[config.mk]
export PLATFORM = sky130hd
export DESIGN_NAME = cartridge_bus_address_decoder
export DESIGN_NICKNAME = d
export VERILOG_FILES = /design/src/cbad_pkg.sv /design/src/cbad_front.sv /design/src/cbad_queue.sv /design/src/cbad_back.sv /design/src/cartridge_bus_address_decoder.sv
export SDC_FILE = /design/constraint.sdc
export NUM_CORES = 2
export LEC_CHECK = 0
export BUFFER_PORTS_ARGS = -buffer_cell sky130_fd_sc_hd__buf_2
export CORE_UTILIZATION = 40
export CTS_BUF_LIST = sky130_fd_sc_hd__clkbuf_16
export CTS_CLUSTER_DIAMETER = 200
export DETAILED_ROUTE_END_ITERATION = 8
export PLACE_DENSITY_LB_ADDON = 0.25
export SYNTH_ARGS = -nofsm -noshare
export SYNTH_HDL_FRONTEND = slang
export SYNTH_SLANG_ARGS = --single-unit
[constraint.sdc]
create_clock -name i_clk -period 5.7 [get_ports i_clk]
set_input_delay 0.855 -clock i_clk [delete_from_list [all_inputs] [get_ports i_clk]]
set_output_delay 0.855 -clock i_clk [all_outputs]
set_load 0.1 [all_outputs]
[src/cbad_pkg.sv]
// Shared types and constants for the cartridge bus address decoder.
// No dependencies; used by every module in src.
package cbad_pkg;

    localparam int OFFSET_W = 22;
    localparam int ROM_W    = 24;
    localparam int SAVE_W   = 19;
    localparam int CFG_IDX_W = 2;

    // region codes
    localparam logic [2:0] RG_OPEN  = 3'd0;
    localparam logic [2:0] RG_WRAM  = 3'd1;
    localparam logic [2:0] RG_VIDEO = 3'd2;
    localparam logic [2:0] RG_CPU   = 3'd3;
    localparam logic [2:0] RG_ROM   = 3'd4;
    localparam logic [2:0] RG_SAVE  = 3'd5;

    // configuration register indexes
    localparam logic [CFG_IDX_W-1:0] CFG_LOROM_MODE = 2'd0;
    localparam logic [CFG_IDX_W-1:0] CFG_ROM_BYTES  = 2'd1;
    localparam logic [CFG_IDX_W-1:0] CFG_SAVE_MASK  = 2'd2;

    localparam logic [ROM_W-1:0]  ROM_BYTES_RST    = 24'h100000;
    localparam logic [ROM_W-1:0]  LOROM_WIDE_LIMIT = 24'h200000;
    localparam logic [6:0]        WRAM_BANK_PAIR   = 7'h3F;  // banks 7E-7F
    localparam logic [6:0]        LOROM_BANK_WIDE  = 7'h7F;
    localparam logic [6:0]        LOROM_BANK_NARROW = 7'h3F;

    typedef struct packed {
        logic [23:0] bus_address;
        logic        is_write;
    } t_cmd;

    typedef struct packed {
        logic [2:0]          region;
        logic [OFFSET_W-1:0] phys_offset;
        logic                write_ignored;
    } t_result;

    typedef struct packed {
        logic             lorom_mode;
        logic [ROM_W-1:0] rom_bytes;
        logic [SAVE_W-1:0] save_mask;
    } t_cfg;

    // classified item between front and back; offset holds the linear ROM
    // offset when is_rom is set, the final offset otherwise
    typedef struct packed {
        logic [2:0]          region;
        logic [OFFSET_W-1:0] offset;
        logic                write_ignored;
        logic                is_rom;
    } t_work;

endpackage

[src/cbad_front.sv]
// Front end: registers an accepted address and classifies it into region,
// offset and ignored-write flag. Depends on cbad_pkg.
module cbad_front (
    input  logic            i_clk,
    input  logic            i_rst_n,
    input  logic            i_accept,
    input  cbad_pkg::t_cmd  i_cmd,
    input  cbad_pkg::t_cfg  i_cfg,
    output logic            o_valid,
    output cbad_pkg::t_work o_work
);

    logic [7:0]      bank;
    logic [15:0]     low;
    logic            sys;
    logic [6:0]      lo_mask;
    logic [18:0]     lo_save;
    logic [18:0]     hi_save;
    cbad_pkg::t_work n_work;
    logic            r_valid;
    cbad_pkg::t_work r_work;

    assign bank    = i_cmd.bus_address[23:16];
    assign low     = i_cmd.bus_address[15:0];
    assign sys     = ~bank[6];
    assign lo_mask = (i_cfg.rom_bytes > cbad_pkg::LOROM_WIDE_LIMIT) ?
                     cbad_pkg::LOROM_BANK_WIDE : cbad_pkg::LOROM_BANK_NARROW;
    assign lo_save = {bank[3:0], low[14:0]} & i_cfg.save_mask;
    assign hi_save = {1'b0, bank[4:0], low[12:0]} & i_cfg.save_mask;

    always_comb begin
        n_work.region = cbad_pkg::RG_OPEN;
        n_work.offset = '0;
        n_work.is_rom = 1'b0;
        if (bank[7:1] == cbad_pkg::WRAM_BANK_PAIR) begin
            n_work.region = cbad_pkg::RG_WRAM;
            n_work.offset = {5'd0, bank[0], low};
        end else if (sys && low < 16'h2000) begin
            n_work.region = cbad_pkg::RG_WRAM;
            n_work.offset = {9'd0, low[12:0]};
        end else if (sys && low < 16'h4000) begin
            n_work.region = cbad_pkg::RG_VIDEO;
            n_work.offset = {6'd0, low};
        end else if (sys && low < 16'h6000) begin
            n_work.region = cbad_pkg::RG_CPU;
            n_work.offset = {6'd0, low};
        end else if (i_cfg.lorom_mode) begin
            if (low[15]) begin
                n_work.region = cbad_pkg::RG_ROM;
                n_work.offset = {bank[6:0] & lo_mask, low[14:0]};
                n_work.is_rom = 1'b1;
            end else if (bank[6:4] == 3'b111) begin
                n_work.region = cbad_pkg::RG_SAVE;
                n_work.offset = {3'd0, lo_save};
            end
        end else if (!sys || low[15]) begin
            n_work.region = cbad_pkg::RG_ROM;
            n_work.offset = {bank[5:0], low};
            n_work.is_rom = 1'b1;
        end else if (low[14:13] == 2'b11 && bank[5]) begin
            // HiROM save window at 6000-7FFF of banks 20-3F / A0-BF
            n_work.region = cbad_pkg::RG_SAVE;
            n_work.offset = {3'd0, hi_save};
        end
        n_work.write_ignored = i_cmd.is_write &&
            (n_work.region == cbad_pkg::RG_ROM || n_work.region == cbad_pkg::RG_OPEN);
    end

    always_ff @(posedge i_clk) begin
        if (!i_rst_n) begin
            r_valid <= 1'b0;
        end else begin
            r_valid <= i_accept;
        end
        if (i_accept) begin
            r_work <= n_work;
        end
    end

    assign o_valid = r_valid;
    assign o_work  = r_work;

endmodule

[src/cbad_queue.sv]
// Two-entry queue between the classifier and the ROM reduction pipeline.
// Depends on cbad_pkg.
module cbad_queue (
    input  logic            i_clk,
    input  logic            i_rst_n,
    input  logic            i_push,
    input  cbad_pkg::t_work i_work,
    input  logic            i_pop,
    output logic            o_empty,
    output logic            o_full,
    output cbad_pkg::t_work o_work
);

    cbad_pkg::t_work r_slot [2];
    logic            r_wr_ptr;
    logic            r_rd_ptr;
    logic [1:0]      r_count;
    logic            pop;

    assign o_empty = (r_count == 2'd0);
    assign o_full  = (r_count == 2'd2);
    assign pop     = i_pop && !o_empty;
    assign o_work  = r_slot[r_rd_ptr];

    always_ff @(posedge i_clk) begin
        if (!i_rst_n) begin
            r_wr_ptr <= 1'b0;
            r_rd_ptr <= 1'b0;
            r_count  <= 2'd0;
        end else begin
            if (i_push) begin
                r_wr_ptr <= ~r_wr_ptr;
            end
            if (pop) begin
                r_rd_ptr <= ~r_rd_ptr;
            end
            r_count <= r_count + {1'b0, i_push} - {1'b0, pop};
        end
        if (i_push) begin
            r_slot[r_wr_ptr] <= i_work;
        end
    end

    a_no_overflow: assert property (@(posedge i_clk) disable iff (!i_rst_n)
        !(i_push && o_full && !i_pop))
        else $error("queue overflow");

    a_count_range: assert property (@(posedge i_clk) disable iff (!i_rst_n)
        r_count != 2'd3)
        else $error("queue count out of range");

endmodule

[src/cbad_back.sv]
// Back end: restoring remainder pipeline, one dividend bit per stage, that
// reduces ROM offsets modulo the ROM size; then the result register.
// Depends on cbad_pkg.
module cbad_back (
    input  logic                         i_clk,
    input  logic                         i_rst_n,
    input  logic                         i_valid,
    input  cbad_pkg::t_work              i_work,
    input  logic [cbad_pkg::ROM_W-1:0]   i_rom_bytes,
    output logic                         o_valid,
    output cbad_pkg::t_result            o_result
);

    localparam int STAGES = cbad_pkg::OFFSET_W;

    logic                        r_vld  [STAGES];
    cbad_pkg::t_work             r_item [STAGES];
    logic [cbad_pkg::ROM_W-1:0]  r_rem  [STAGES];
    logic                        r_out_valid;
    cbad_pkg::t_result           r_out;
    cbad_pkg::t_work             last;
    logic [cbad_pkg::OFFSET_W-1:0] n_offset;

    genvar k;
    generate
        for (k = 0; k < STAGES; k++) begin : g_stage
            logic                        in_vld;
            cbad_pkg::t_work             in_item;
            logic [cbad_pkg::ROM_W-1:0]  in_rem;
            logic [cbad_pkg::ROM_W:0]    trial;
            logic [cbad_pkg::ROM_W-1:0]  n_rem;

            if (k == 0) begin : g_first
                assign in_vld  = i_valid;
                assign in_item = i_work;
                assign in_rem  = '0;
            end else begin : g_next
                assign in_vld  = r_vld[k-1];
                assign in_item = r_item[k-1];
                assign in_rem  = r_rem[k-1];
            end

            // remainder stays below the divisor, so one subtract suffices
            assign trial = {in_rem, in_item.offset[STAGES-1-k]};
            assign n_rem = (trial >= {1'b0, i_rom_bytes}) ?
                           cbad_pkg::ROM_W'(trial - {1'b0, i_rom_bytes}) :
                           trial[cbad_pkg::ROM_W-1:0];

            always_ff @(posedge i_clk) begin
                if (!i_rst_n) begin
                    r_vld[k] <= 1'b0;
                end else begin
                    r_vld[k] <= in_vld;
                end
                r_item[k] <= in_item;
                r_rem[k]  <= n_rem;
            end
        end
    endgenerate

    assign last = r_item[STAGES-1];

    always_comb begin
        if (!last.is_rom) begin
            n_offset = last.offset;
        end else if (i_rom_bytes == '0) begin
            n_offset = '0;
        end else begin
            n_offset = r_rem[STAGES-1][cbad_pkg::OFFSET_W-1:0];
        end
    end

    always_ff @(posedge i_clk) begin
        if (!i_rst_n) begin
            r_out_valid <= 1'b0;
        end else begin
            r_out_valid <= r_vld[STAGES-1];
        end
        r_out.region        <= last.region;
        r_out.phys_offset   <= n_offset;
        r_out.write_ignored <= last.write_ignored;
    end

    assign o_valid  = r_out_valid;
    assign o_result = r_out;

    a_region_code: assert property (@(posedge i_clk) disable iff (!i_rst_n)
        o_valid |-> o_result.region <= cbad_pkg::RG_SAVE)
        else $error("undefined region code");

    a_ignored_region: assert property (@(posedge i_clk) disable iff (!i_rst_n)
        (o_valid && o_result.write_ignored) |->
        (o_result.region == cbad_pkg::RG_ROM || o_result.region == cbad_pkg::RG_OPEN))
        else $error("ignored write outside ROM or open space");

    a_open_zero: assert property (@(posedge i_clk) disable iff (!i_rst_n)
        (o_valid && o_result.region == cbad_pkg::RG_OPEN) |-> o_result.phys_offset == '0)
        else $error("open space with nonzero offset");

endmodule

[src/cartridge_bus_address_decoder.sv]
// Top level of the cartridge bus address decoder: configuration registers,
// classifier, queue and ROM reduction pipeline. Depends on cbad_pkg,
// cbad_front, cbad_queue and cbad_back.
//
// Usage:
//   Command channel: an address is taken at a rising edge with start high and
//   busy low. busy only rises if the internal queue fills, which the
//   back end prevents by draining one item every cycle, so an address can be
//   issued in every cycle (one item per cycle sustained).
//   Result channel: o_result_valid is high for one cycle with o_result; the
//   receiver cannot hold results off. Results keep command order.
//   An accepted address reaches the strobe through the classifier register,
//   a queue slot, the 22 remainder stages (one offset bit per stage) and the
//   output register.
//   Configuration channel: i_cfg_valid/o_cfg_ready with register index and
//   data; ready is always high, unknown indexes are dropped. Write only while
//   no item is in flight.
//   Reset (synchronous, active low) empties the pipeline and loads LoROM
//   layout, a 1 MiB ROM and a zero save mask.
module cartridge_bus_address_decoder (
    input  logic                                i_clk,
    input  logic                                i_rst_n,
    input  logic                                start,
    output logic                                busy,
    input  cbad_pkg::t_cmd                      i_cmd,
    output logic                                o_result_valid,
    output cbad_pkg::t_result                   o_result,
    input  logic                                i_cfg_valid,
    output logic                                o_cfg_ready,
    input  logic [cbad_pkg::CFG_IDX_W-1:0]      i_cfg_index,
    input  logic [cbad_pkg::ROM_W-1:0]          i_cfg_data
);

    cbad_pkg::t_cfg  r_cfg;
    cbad_pkg::t_cfg  n_cfg;
    logic            accept;
    logic            front_valid;
    cbad_pkg::t_work front_work;
    logic            q_empty;
    logic            q_full;
    cbad_pkg::t_work q_work;

    assign o_cfg_ready = 1'b1;
    assign busy        = q_full;
    assign accept      = start && !busy;

    always_comb begin
        n_cfg = r_cfg;
        if (i_cfg_valid) begin
            case (i_cfg_index)
                cbad_pkg::CFG_LOROM_MODE: n_cfg.lorom_mode = i_cfg_data[0];
                cbad_pkg::CFG_ROM_BYTES:  n_cfg.rom_bytes  = i_cfg_data;
                cbad_pkg::CFG_SAVE_MASK:  n_cfg.save_mask  = i_cfg_data[cbad_pkg::SAVE_W-1:0];
                default:                  n_cfg = r_cfg;
            endcase
        end
    end

    always_ff @(posedge i_clk) begin
        if (!i_rst_n) begin
            r_cfg.lorom_mode <= 1'b1;
            r_cfg.rom_bytes  <= cbad_pkg::ROM_BYTES_RST;
            r_cfg.save_mask  <= '0;
        end else begin
            r_cfg <= n_cfg;
        end
    end

    cbad_front u_front (
        .i_clk    (i_clk),
        .i_rst_n  (i_rst_n),
        .i_accept (accept),
        .i_cmd    (i_cmd),
        .i_cfg    (r_cfg),
        .o_valid  (front_valid),
        .o_work   (front_work)
    );

    cbad_queue u_queue (
        .i_clk   (i_clk),
        .i_rst_n (i_rst_n),
        .i_push  (front_valid),
        .i_work  (front_work),
        .i_pop   (1'b1),
        .o_empty (q_empty),
        .o_full  (q_full),
        .o_work  (q_work)
    );

    cbad_back u_back (
        .i_clk       (i_clk),
        .i_rst_n     (i_rst_n),
        .i_valid     (!q_empty),
        .i_work      (q_work),
        .i_rom_bytes (r_cfg.rom_bytes),
        .o_valid     (o_result_valid),
        .o_result    (o_result)
    );

endmodule
# ---- Word level (Yosys, flattened, before mapping)
# Memories as Yosys holds them, arrays and structs flattened. A register that Yosys moved wholly into a read port is not among the register bits.
# Index checks and enable logic that the tools add are counted.
dict set report word_totals {
  register_bits 102
  mem_bits_rw 1198
  in_bits 55
  out_inout_bits 29
  wordCells 188
  mem_count 4
}
dict set report classes {
  n_addsub 24
  magnitude_cmp 26
  eq_ne 7
  muxes 65
  n_bitwise 28
  reduce_logical 19
}
# memory words width rd rd_clocked_by_memory_dff write_ports line
set memory_table {}
lappend memory_table {u_back.r_item 22 27 22 0 22 cbad_back.sv:17} ;# cbad_pkg::t_work r_item [STAGES];
lappend memory_table {u_back.r_rem 22 24 22 0 22 cbad_back.sv:18} ;# logic [cbad_pkg::ROM_W-1:0] r_rem [STAGES];
lappend memory_table {u_queue.r_slot 2 27 1 1 1 cbad_queue.sv:14} ;# cbad_pkg::t_work r_slot [2];
lappend memory_table {u_back.r_vld 22 1 22 1 22 cbad_back.sv:16} ;# logic r_vld [STAGES];
# op count
set op_table {}
lappend op_table {{two-way mux 24 bit} 22}
lappend op_table {{greater-or-equal comparator 25 x 24 -> 1 bit} 21}
lappend op_table {{subtractor 24 bit} 21}
lappend op_table {{two-way mux 25 bit} 9}
lappend op_table {{two-way mux 22 bit} 2}
lappend op_table {{< comparator 16 x 15 -> 1 bit, second input constant} 2}
lappend op_table {{two-way mux 1 bit} 31}
lappend op_table {{greater-or-equal comparator 1 x 24 -> 1 bit} 1}
lappend op_table {{greater-than comparator 24 x 22 -> 1 bit, second input constant} 1}
lappend op_table {{zero test 24 bit} 1}
lappend op_table {{subtractor 1 x 24 -> 24 bit} 1}
lappend op_table {{bitwise OR 1 bit} 22}
lappend op_table {{bitwise AND 18 x 19 -> 19 bit} 1}
lappend op_table {{bitwise AND 19 bit} 1}
lappend op_table {{< comparator 16 x 14 -> 1 bit, second input constant} 1}
lappend op_table {{bitwise AND 7 bit} 1}
lappend op_table {{== test 7 x 6 -> 1 bit, second input constant} 1}
lappend op_table {{two-way mux 7 bit} 1}
lappend op_table {{== test 2 bit, second input constant} 3}
lappend op_table {{== test 3 bit, second input constant} 2}
lappend op_table {{logical AND 1 bit} 6}
lappend op_table {{AND reduction 2 bit} 3}
lappend op_table {{zero test 2 bit} 2}
lappend op_table {{OR reduction 4 bit} 1}
lappend op_table {{7 further kinds} 12}

# ---- Depth between registers and ports, before layout
dict set report depth {
  ltp_word 12
  mapped_depth 15
  mapped_depth_nobuf 14
}

# ---- Modules after synthesis
# From an unflattened synthesis, not the netlist that was laid out.
dict set report unflattened {
  cells_unflattened 5764
  hier_area_um2 59034.1
}
# module n_inst cells_per_inst area_each_um2
set modules_own_cells {}
lappend modules_own_cells {cbad_back 1 5332 53396.2}
lappend modules_own_cells {cbad_queue 1 107 2277.2}
lappend modules_own_cells {cartridge_bus_address_decoder 1 176 1740.4}
lappend modules_own_cells {cbad_front 1 149 1620.3}

# ---- Worst setup path before layout
# No wires, ideal clock.
dict set report synth_timing {
  path_type {flip-flop to flip-flop}
  start {reg r_cfg[20] (netlist name)}
  end {mem u_back.r_rem[0][81] (netlist name)}
  setup_ns 0.121
  arrival_ns 5.084
  slack_ns 0.495
  stages_incl_launch_ff 15
  synth_period_minus_slack_ns 5.205
  path_cell_list {dfxtp_1 inv_1 clkbuf_1 ha_1 nor2b_4 o31a_1 o311a_1 o21ai_2 o21ai_2 nor4b_4 a211o_1 a211o_1 buf_6 buf_12 mux2_4}
}
# item line
set synth_lines {}
lappend synth_lines {{start: declaration} cartridge_bus_address_decoder.sv:34} ;# cbad_pkg::t_cfg r_cfg;
lappend synth_lines {{start signal: assignment} cartridge_bus_address_decoder.sv:65} ;# r_cfg <= n_cfg;
lappend synth_lines {{end: declaration} cbad_back.sv:18}

==> results.json <==
{
  "p_leak_nw": 27.10,
  "instances_no_fill": 7999,
  "syn2layout_area_growth_pct": 12.48,
  "synthCells": 5811,
  "finish.instance_area_mm2": 0.06574,
  "critPathMaxStageDelay_ns": 0.71,
  "syn_area_mm2": 0.05845,
  "start_util": 0.4049,
  "firstDrtPassIters": 6,
  "multiInputGateArea_mm2": 0.03026,
  "syn_area_per_cell_um2": 10.06,
  "p_total_mw": 44.12,
  "post-route-period-util": 0.7895,
  "mostFrequentLayoutCells": "dfxtp_1, ha_1, a21oi_1",
  "dp.cells": 7751,
  "power.density_mw_per_mm2": 671.0,
  "via_count": 42285,
  "antenna_cells": 0,
  "die_y_um": 384.3,
  "final_common_cell": "dfxtp_1",
  "regArea_mm2": 0.02684,
  "rsz0062_at_grt": "no",
  "worstSetupPathType": "flip-flop to flip-flop",
  "cts_hold_buffers": 0,
  "worst_setup_path_end_kind": "flip-flop",
  "dp_slack_ns": 1.250,
  "startpoint_type": "flip-flop",
  "std_cell_rows": 139,
  "grt_max_degree": 74,
  "tns_ns": 0,
  "post_drt_wl_per_cell_um": 18.03,
  "vdd_drop_max_uv": 507.1,
  "holdWs_ns": 0.3140,
  "critPathTopFamily": "compound AO/OA/AOI/OAI gates",
  "post-cts-setup-buffers": 0,
  "drive_above_1_share": 0.1219,
  "clkTransAtPathRegs_ns": 0.06,
  "max_freq_ghz": 0.2222,
  "first_iter_violations": 3050,
  "clkLatencyLatePin_ns": 0.78,
  "critPathMaxFanout": 19,
  "synthArstFlopShare": 0,
  "maxSlewViolCount": 0,
  "ant_nets": 0,
  "max_cap_violations": 0,
  "cts_resized": 0,
  "vias_per_cell": 5.286,
  "synth-seq-cells": 1300,
  "skew_ns": 0.07119,
  "grt_pass1_vias": 40822,
  "synth.distinct_cells": 102,
  "maxSlewHeadroom": 0.2869,
  "die_w_um": 384.3,
  "dpl.hpwl_um": 107100,
  "clock_sinks": 1300,
  "synth_edf_count": 81,
  "ys_seq_area_frac": 0.4591,
  "tightest_slew_ns": 1.070,
  "cp.required_ns": 6.39,
  "hold_violations": 0,
  "synth_ff_type": "dfxtp_1",
  "cts_inserted_buffers": 138,
  "status": "complete, no violations",
  "place_area_mm2": 0.06130,
  "crit_chain": "inv_1, buf_4, ha_1, o21ai_0, a211oi_1, o31ai_1, a21boi_0, a41oi_1, nor3_1, nor3_1, o21ai_2, buf_4, nor2_1, a21oi_1",
  "nFillCells": 13612,
  "period_needed_ns": 4.500,
  "die_area_mm2": 0.1477,
  "setup_ws_ns": 1.200,
  "hold_class": "flip-flop to flip-flop",
  "grt_usage": 0.1922,
  "cts-root-buf": "clkbuf_16",
  "drc_errors": 0,
  "clock_path_buffers": 3,
  "setup_viol": 0,
  "yosys_warnings": 0,
  "antenna_found_initial": 7,
  "cp_slowest_cell": "o21ai_2",
  "synth_nets": 6394,
  "grt-ovfl-total": 0,
  "critical_path_buf_inv_count": 3,
  "layout.nets": 6571,
  "fin_util": 0.4554,
  "h-tree-depth": 4,
  "port_buffers": 82,
  "routabilityCongestion": 0.8917,
  "cts_tree": "done",
  "critPathArrivalTime_ns": 5.19,
  "core-area_mm2": 0.1444,
  "ios": 84,
  "grt_pass1_wl_um": 224100,
  "drt-total-wl_um": 144200
}
## registers in the layout, summed over array words and instances, names as in the netlist, named ones only
name,flops
u_back.o_result,26
u_front.o_work,27
u_back.r_vld,22
u_back.r_rem,526
u_back.o_valid,1
u_queue.r_count,2
u_back.r_item,594
r_cfg,44
u_front.o_valid,1
u_queue.r_slot,54
u_queue.r_wr_ptr,1
u_queue.r_rd_ptr,1
## cells in the mapped netlist, types with 82 or more instances
| library cell | instances | area [um^2] |
|---|---|---|
| a21o_1 | 181 | 1359 |
| a21oi_1 | 501 | 2507 |
| clkbuf_1 | 82 | 307.8 |
| dfxtp_1 | 1219 | 24400 |
| ha_1 | 507 | 6344 |
| inv_1 | 197 | 739.5 |
| mux2_2 | 294 | 3311 |
| nand2_1 | 408 | 1531 |
| nand3_1 | 93 | 465.5 |
| nor2_1 | 409 | 1535 |
| nor3_1 | 84 | 420.4 |
| o21ai_0 | 343 | 1717 |
| xnor2_1 | 272 | 2382 |
| xor2_1 | 142 | 1244 |
## cells by family (layout without fill, tap and decap cells)
family / count (synthesis) / count (layout) / share of synthesized area
AOI/OAI and AO/OA: 1536 / 1536 / 0.1651
xor gates and xnor gates: 414 / 414 / 0.06204
adders and majority gates: 528 / 528 / 0.1157
DFF: 1300 / 1300 / 0.4591
muxes: 326 / 326 / 0.06341
buffers and inverters: 330 / 615 / 0.02363
and+or+nand+nor: 1376 / 1376 / 0.1109
other: 1 / 1 / 0.00006416
## path summary, 6_finish.rpt
kind,startpoint,end,depth (start not counted),slack [ns]
worst max-delay path,r_cfg[24],u_back.r_rem[2][41],14,1.20
worst min-delay path,u_back.r_item[0][81],u_back.r_item[0][108],0,0.31
worst min register to register,u_back.r_item[0][81],u_back.r_item[0][108],0,0.31
worst max register to register,r_cfg[24],u_back.r_rem[2][41],14,1.20
## layout make-up
type	count	area share
clock buffers	139	0.05291
clock inverters	109	0.01465
inverters	197	0.01127
multi-input cells	4181	0.4603
flip-flops and latches	1300	0.4082
well taps	1903	0.03622
repair buffers	170	0.01648
## metal layers
| metal | part of all wire | global-route usage |
|---|---|---|
| met5 | 0.00037 | 0 |
| met4 | 0.030 | 0.06533 |
| met3 | 0.048 | 0.03163 |
| met2 | 0.46 | 0.3128 |
| met1 | 0.47 | 0.2571 |
## where the power goes
part           switching (mW)  total (mW)  internal [mW]  leakage (nW)
sequential               1.54        13.3           11.7          11.0
clock                    3.75        8.58           4.83          2.24
combinational            11.9        22.3           10.4          13.8
No activity file was read; power rests on OpenSTA's default activity.
